--- src/hw/rtl/raster_position_to_rom_address_unit_defines.svh ---
// Assertion macros shared by the RTL files of the raster address unit.
// The asserting module must have clk and arst_n in scope.
`ifndef RASTER_POSITION_TO_ROM_ADDRESS_UNIT_DEFINES_SVH
`define RASTER_POSITION_TO_ROM_ADDRESS_UNIT_DEFINES_SVH

`ifndef SYNTHESIS
`define RPTRA_ASSERT(lbl, prop) \
	lbl: assert property (@(posedge clk) disable iff (!arst_n) prop) \
		else $error("rptra assertion failed");
`define RPTRA_ASSERT_NEVER(lbl, expr) \
	lbl: assert property (@(posedge clk) disable iff (!arst_n) !(expr)) \
		else $error("rptra forbidden condition seen");
`else
`define RPTRA_ASSERT(lbl, prop)
`define RPTRA_ASSERT_NEVER(lbl, expr)
`endif

`endif

--- src/hw/rtl/rptra_pkg.sv ---
package rptra_pkg;

	localparam int RowW  = 10;
	localparam int ColW  = 6;
	localparam int AddrW = 16;

	// Column and row limits of the raster timing.
	localparam logic [ColW-1:0]  HTotalCol     = 6'd57;
	localparam logic [ColW-1:0]  HActiveCol    = 6'd32;
	localparam logic [ColW-1:0]  IntWidthCol   = 6'd15;
	localparam logic [ColW-1:0]  HsStartCol    = 6'd41;
	localparam logic [ColW-1:0]  HsEndCol      = 6'd48;
	localparam logic [ColW-1:0]  MarkBeforeCol = 6'd40;
	localparam logic [ColW-1:0]  MarkAfterCol  = 6'd48;
	localparam logic [RowW:0]    VTotalRow     = 11'd525;
	localparam logic [RowW-1:0]  VActiveRow    = 10'd384;
	localparam logic [RowW-1:0]  IntRow        = 10'd453;
	localparam logic [RowW-1:0]  VsStartRow    = 10'd454;
	localparam logic [RowW-1:0]  VsEndRow      = 10'd456;

	// Region bases, flags and strides of the address map.
	localparam logic [AddrW-1:0] OddBank       = 16'h2000;
	localparam logic [AddrW-1:0] HBorderBase   = 16'h4000;
	localparam logic [AddrW-1:0] VBorderBase   = 16'h8000;
	localparam logic [AddrW-1:0] SyncBase      = 16'hc000;
	localparam logic [AddrW-1:0] IntBase       = 16'hc800;
	localparam logic [AddrW-1:0] AfterOffset   = 16'h0400;
	localparam logic [AddrW-1:0] HsFlag        = 16'h1000;
	localparam logic [AddrW-1:0] VsFlag        = 16'h2000;
	localparam logic [AddrW-1:0] HsStride      = 16'd7;
	localparam logic [AddrW-1:0] HBorderStride = 16'd25;
	localparam logic [AddrW-1:0] VStride       = 16'd57;
	localparam int               ActColBits    = 5;

	// Bit swap masks.
	localparam logic [AddrW-1:0] SwapKeep      = 16'hf81f;
	localparam logic [AddrW-1:0] SwapLow       = 16'h00e0;
	localparam logic [AddrW-1:0] SwapHigh      = 16'h0700;

	typedef struct packed {
		logic [ColW-1:0] column;
		logic [RowW-1:0] row;
	} pos_t;

	function automatic logic [AddrW-1:0] swap_fields(input logic [AddrW-1:0] a);
		return (a & SwapKeep) | ((a >> 3) & SwapLow) | ((a << 3) & SwapHigh);
	endfunction

endpackage

--- src/hw/rtl/raster_position_to_rom_address_unit.sv ---
// An accepted position is held in the input register (pos_s1); its address is then
// written to the result register (addr_s2), which drives m_tdata.
// Throughput: one transaction per cycle, held back only by m_tready.
// The address is computed between the input register and the result register.
// Reset (arst_n low, asynchronous) empties both registers; data is not cleared.
`include "raster_position_to_rom_address_unit_defines.svh"

module raster_position_to_rom_address_unit
	import rptra_pkg::*;
(
	input  logic             clk,
	input  logic             arst_n,
	input  logic             s_tvalid,
	output logic             s_tready,
	input  logic [15:0]      s_tdata,   // row [9:0], column [15:10]
	output logic             m_tvalid,
	input  logic             m_tready,
	output logic [AddrW-1:0] m_tdata    // rom_address [15:0]
);

	pos_t             pos_s1;
	logic             valid_s1;
	logic [AddrW-1:0] addr_s2;
	logic             valid_s2;
	logic [AddrW-1:0] map_addr;
	logic             adv_s2;
	logic             s_accept;

	assign adv_s2   = valid_s1 && (!valid_s2 || m_tready);
	assign s_tready = !valid_s1 || adv_s2;
	assign s_accept = s_tvalid && s_tready;

	rptra_map u_map (
		.pos         (pos_s1),
		.rom_address (map_addr)
	);

	always_ff @(posedge clk or negedge arst_n) begin
		if (!arst_n) begin
			valid_s1 <= 1'b0;
			valid_s2 <= 1'b0;
		end else begin
			valid_s1 <= s_accept || (valid_s1 && !adv_s2);
			valid_s2 <= adv_s2 || (valid_s2 && !m_tready);
		end
	end

	always_ff @(posedge clk) begin
		if (s_accept) begin
			pos_s1 <= pos_t'(s_tdata);
		end
		if (adv_s2) begin
			addr_s2 <= map_addr;
		end
	end

	assign m_tvalid = valid_s2;
	assign m_tdata  = addr_s2;

	`RPTRA_ASSERT(a_load_s1, s_tvalid && s_tready |=> valid_s1)
	`RPTRA_ASSERT(a_move_s2, adv_s2 |=> valid_s2)
	`RPTRA_ASSERT(a_full_stall, valid_s1 && valid_s2 && !m_tready |-> !s_tready)
	`RPTRA_ASSERT(a_stay_empty, !valid_s1 && !(s_tvalid && s_tready) |=> !valid_s1)
	`RPTRA_ASSERT_NEVER(a_no_overrun, valid_s1 && !adv_s2 && s_accept)

endmodule

--- src/hw/rtl/rptra_map.sv ---
module rptra_map
	import rptra_pkg::*;
(
	input  pos_t             pos,
	output logic [AddrW-1:0] rom_address
);

	logic [RowW:0]    row_inc;
	logic [RowW-1:0]  r;
	logic [ColW-1:0]  c;
	logic [AddrW-1:0] r16;
	logic [AddrW-1:0] c16;
	logic [AddrW-1:0] addr;
	logic             in_hs;
	logic             in_vs;

	always_comb begin
		row_inc = {1'b0, pos.row} + (RowW+1)'(1);
		if (pos.column >= HTotalCol) begin
			c = '0;
			r = (row_inc >= VTotalRow) ? '0 : row_inc[RowW-1:0];
		end else begin
			c = pos.column;
			r = pos.row;
		end

		r16   = AddrW'(r);
		c16   = AddrW'(c);
		in_hs = (c >= HsStartCol) && (c < HsEndCol);
		in_vs = (r >= VsStartRow) && (r < VsEndRow);

		priority if (r < VActiveRow && c < HActiveCol) begin
			addr = AddrW'({r[RowW-1:1], c[ActColBits-1:0]}) | (r[0] ? OddBank : '0);
		end else if (r == IntRow && c < IntWidthCol) begin
			addr = IntBase + c16;
		end else if (in_hs) begin
			addr = SyncBase | (in_vs ? VsFlag : '0)
				| (HsFlag + r16 * HsStride + (c16 - AddrW'(HsStartCol)));
		end else if (in_vs) begin
			addr = SyncBase | (VsFlag + (r16 - AddrW'(VsStartRow)) * VStride + c16);
		end else if (c == MarkBeforeCol) begin
			addr = SyncBase + r16;
		end else if (c == MarkAfterCol) begin
			addr = SyncBase + r16 + AfterOffset;
		end else if (r < VActiveRow) begin
			addr = HBorderBase + r16 * HBorderStride + (c16 - AddrW'(HActiveCol));
		end else begin
			addr = VBorderBase + (r16 - AddrW'(VActiveRow)) * VStride + c16;
		end

		rom_address = swap_fields(addr);
	end

endmodule
--- config.mk ---
export PLATFORM = sky130hd
export DESIGN_NAME = raster_position_to_rom_address_unit
export DESIGN_NICKNAME = d
export VERILOG_FILES = /design/src/hw/rtl/rptra_pkg.sv /design/src/hw/rtl/raster_position_to_rom_address_unit.sv /design/src/hw/rtl/rptra_map.sv
export VERILOG_INCLUDE_DIRS = /design/src /design/src/hw/rtl
export SDC_FILE = /design/constraint.sdc
export NUM_CORES = 1
export LEC_CHECK = 0
export ABC_CLOCK_PERIOD_IN_PS = 15800
export BUFFER_PORTS_ARGS = -buffer_cell sky130_fd_sc_hd__buf_2
export CAP_MARGIN = 15
export CORE_UTILIZATION = 35
export CTS_CLUSTER_DIAMETER = 80
export DETAILED_ROUTE_END_ITERATION = 7
export GPL_TIMING_DRIVEN = 0
export HOLD_SLACK_MARGIN = 0.02
export PLACE_DENSITY = 0.57
export SLEW_MARGIN = 15
export SYNTH_ARGS = -nofsm -noshare
export SYNTH_HDL_FRONTEND = slang
export SYNTH_HIERARCHICAL = 1
export SYNTH_SLANG_ARGS = --single-unit
export TNS_END_PERCENT = 20
--- constraint.sdc ---
create_clock -name clk -period 15.8 [get_ports clk]
set_input_delay 1.58 -clock clk [delete_from_list [all_inputs] [get_ports clk]]
set_output_delay 1.58 -clock clk [all_outputs]
set_load 0.1 [all_outputs]
==> impl_metrics.toml <==
[route]
top_layer_used = "met4"
first_pass_iters = 5
routedWlPerCell_microns = 17.8
postRouteWirelength_microns = 23400
antenna_violating_nets_post_route = 0
remaining_drc_errors = 0
wl_met1_microns = 11200
routed-wl-met2_microns = 10200
met3_wirelength_microns = 1410
drt_iter0_drc = 535
via_count = 6977
via_count_normalized_by_instance_count = 5.31

[logic_synthesis]
post_synthesis_share_of_cell_area_spent_on_and_or_nand_and_nor_gates_pct = 14.4
yosys.area_share.adder_pct = 39.6
synth-warning-count = 6
synth_xor_area_share_pct = 8.76
async_set_reset_flop_share_out_of_synthesis_pct = 5.88
synth.largest_area_cell = "sky130_fd_sc_hd__ha_1"
mappedNetlistNets = 1198
synth_edf_count = 32
synth_compound_area_share_pct = 16.6
muxShareOfSynthArea_pct = 1.35
post_synth_main_area_contributors = "sky130_fd_sc_hd__ha_1 (25%), sky130_fd_sc_hd__fa_1 (15%), sky130_fd_sc_hd__edfxtp_1 (12%)"
post_synth.cell_area_avg_sq_um = 8.77
post_synth_inst_count = 951
synth_ff_type = "sky130_fd_sc_hd__edfxtp_1"
post_synth_instance_area_sq_um = 8340
yosysTopAreaCellShare_pct = 24.8
yosysSeqAreaShare_pct = 12.1
yosys_register_bits = 34
synth_top_family_by_area = "adder cells"
synth_cell_types = 73

[setup_path]
worst-endpoint-arrival_ns = 8.95
crit_top_cell = "sky130_fd_sc_hd__ha_1"
max_stage_delay_ns = 0.80
worst_setup_path_startpoint = "pos_s1[0]$_DFFE_PP_"
critical_path.max_fanout = 8
worst_setup_ep_type = "register"
worst_path_max_delay_cell = "sky130_fd_sc_hd__o21ai_1"
start_of_the_worst_register_to_register_path = "pos_s1[0]$_DFFE_PP_"
timing.critical_path.buf_inv = 1
critPathTopFamily = "compound AO/OA/AOI/OAI gates"
criticalPathCategory = "reg2reg"
worstSetupStartpointType = "register"
critPathRequiredTime_ns = 15.81

[layout]
layout_commonest_cell = "sky130_fd_sc_hd__ha_1"
instances_no_fill = 1315
sequential_cell_area_sq_um = 1010
final_cell_mix = "sky130_fd_sc_hd__ha_1 (165), sky130_fd_sc_hd__inv_1 (131), sky130_fd_sc_hd__nand2_1 (62), sky130_fd_sc_hd__fa_1 (62), sky130_fd_sc_hd__a21oi_1 (57)"
final_net_count = 1242
finalInstanceArea_sq_um = 9130
multi_input_comb_area_sq_um = 6730
n_fill_cell = 2486
final_layout_size_suffix_gt1_share_pct = 7.73
antenna_cells_inserted = 0
area_growth_syn_to_layout_pct = 9.44

[sta]
worst_clock_skew_ns = 0.00406
grt_setup_unrepaired = "false"
headroom_to_the_max_slew_limit_pct = 23.6
tns_ns = 0
post-route-period-util_pct = 56.6
final_setup_violation_count = 0
achievable-frequency_ghz = 0.112
worst-slew-pin-transition_ns = 1.15
final_period_minus_worst_setup_slack_ns = 8.94
finalMaxSlewViolations = 0
report.final.hold_viol_count = 0

[global_routing]
grt_first_pass_wirelength_microns = 36500
residual_overflow_from_global_routing = 0
grtUsageTotal_pct = 19.7
first_global_vias = 6636
grt_start_max_net_pins = 19
grt_antenna_before_repair = 0

[outcome]
outcome = "finished clean"

[cts]
tritoncts = "done"
clk_path_buf_depth = 2
cts.root.buffer_cell = "sky130_fd_sc_hd__clkbuf_16"
clock_buffers_created_by_tritoncts = 5
cts.repair_timing.setup_buffer_count = 0
postCtsHoldBufs = 0
clk_transition_reported_paths_ns = 0.06
post_cts_resized = 0
htreeDepth = 2
worstSkewPairLatency_ns = 0.28
clkSinkCount = 34

[floorplanning]
die_height_microns = 156
rows = 56
io_pins = 38
starting_density_of_the_core_pct = 35.6
core_area_sq_um = 23400
fp.dieArea_sq_um = 24400
die_w_microns = 156

[place]
hpwlAfterDp_microns = 19600
place.detailed.instances = 1307
detailed_place.area_sq_um = 8930
gp_congestion = 0.941
count_of_input_and_output_buffers = 37

[worst_hold_path]
holdCritStartpoint = "valid_s1$_DFF_PN0_"
hold_class = "reg2reg"

[run]
maxCapViolations = 0

[power_and_ir_drop]
p_per_area_nw_per_um2 = 190
leakagePower_nw = 4.35
peak_supply_drop_mv = 0.119
[where the power goes]
part / switching, W / internal, W
Clock: 0.0000387 / 0.0000947
Combinational: 0.000900 / 0.000566
Sequential: 0.00000685 / 0.000129
Total: 0.000946 / 0.000790
[final timing paths]
path,slack [ns],to,depth (start not counted)
worst max-delay path,6.86,m_tdata[12]$_DFFE_PP_,27
min in group asynchronous,1.07,valid_s1$_DFF_PN0_,1
max in group asynchronous,14.63,m_tvalid$_DFF_PN0_,1
worst min-delay path,0.54,m_tvalid$_DFF_PN0_,1
worst max register to register,6.86,m_tdata[12]$_DFFE_PP_,27
worst min register to register,0.54,m_tvalid$_DFF_PN0_,1
[area by class of cell]
class / instances / share of cell area [%]
plain buffers: 24 / 1.11
clock buffers: 6 / 1.52
clock inverters: 2 / 0.658
inverters: 132 / 5.44
multi-input cells: 761 / 73.8
flip-flops and latches: 34 / 11.1
well taps: 319 / 4.37
repair buffers: 37 / 2.03
[synth_stat cells (3+ instances only)]
master	n
sky130_fd_sc_hd__a2111oi_0	3
sky130_fd_sc_hd__a211oi_1	8
sky130_fd_sc_hd__a21o_1	17
sky130_fd_sc_hd__a21oi_1	57
sky130_fd_sc_hd__a22o_1	3
sky130_fd_sc_hd__a311oi_1	4
sky130_fd_sc_hd__a31oi_1	17
sky130_fd_sc_hd__and2_1	9
sky130_fd_sc_hd__and3_1	5
sky130_fd_sc_hd__buf_2	9
sky130_fd_sc_hd__clkbuf_1	13
sky130_fd_sc_hd__edfxtp_1	32
sky130_fd_sc_hd__fa_1	62
sky130_fd_sc_hd__ha_1	165
sky130_fd_sc_hd__inv_1	131
sky130_fd_sc_hd__mux2i_1	9
sky130_fd_sc_hd__nand2_1	62
sky130_fd_sc_hd__nand2b_1	14
sky130_fd_sc_hd__nand3_1	22
sky130_fd_sc_hd__nand4_1	9
sky130_fd_sc_hd__nor2_1	48
sky130_fd_sc_hd__nor2b_1	7
sky130_fd_sc_hd__nor3_1	26
sky130_fd_sc_hd__nor4_1	3
sky130_fd_sc_hd__o2111ai_1	6
sky130_fd_sc_hd__o211ai_1	7
sky130_fd_sc_hd__o21ai_0	43
sky130_fd_sc_hd__o21bai_1	8
sky130_fd_sc_hd__o22ai_1	5
sky130_fd_sc_hd__o31ai_1	5
sky130_fd_sc_hd__or2_2	3
sky130_fd_sc_hd__or3_1	10
sky130_fd_sc_hd__xnor2_1	52
sky130_fd_sc_hd__xor2_1	27
[cell families after synthesis]
logic type / count (synthesis)
AOI/OAI and AO/OA: 208
xor gates and xnor gates: 81
adders and majority gates: 227
buffers and inverters: 156
DFF: 34
muxes: 11
and+or+nand+nor: 234
[registers in the layout, summed over array words and instances (netlist names)]
name      cells
m_tdata      16
valid_s1      1
pos_s1       16
m_tvalid      1
[stage by stage]
step | setup WS, ns | utilization, % | power (W) | hold slack (ns)
after floorplan | 8.27 | - | 0.00124 | 0.511
after global placement | 6.58 | 38.1 | 0.00158 | 0.537
after detailed placement | 7.00 | 38.1 | 0.00158 | 0.529
after CTS | 6.97 | 39.0 | 0.00174 | 0.553
after global routing | 6.50 | 39.0 | 0.00190 | 0.577
final | 6.86 | 39.0 | 0.00174 | 0.543
[layer usage]
layer	up-vias	GRT usage, %
met3	32	2.69
met5	-	0
met2	243	30.4
met1	3279	28.7
met4	0	5.09
li1	3423	-
Power figures use the tool's default switching activity.
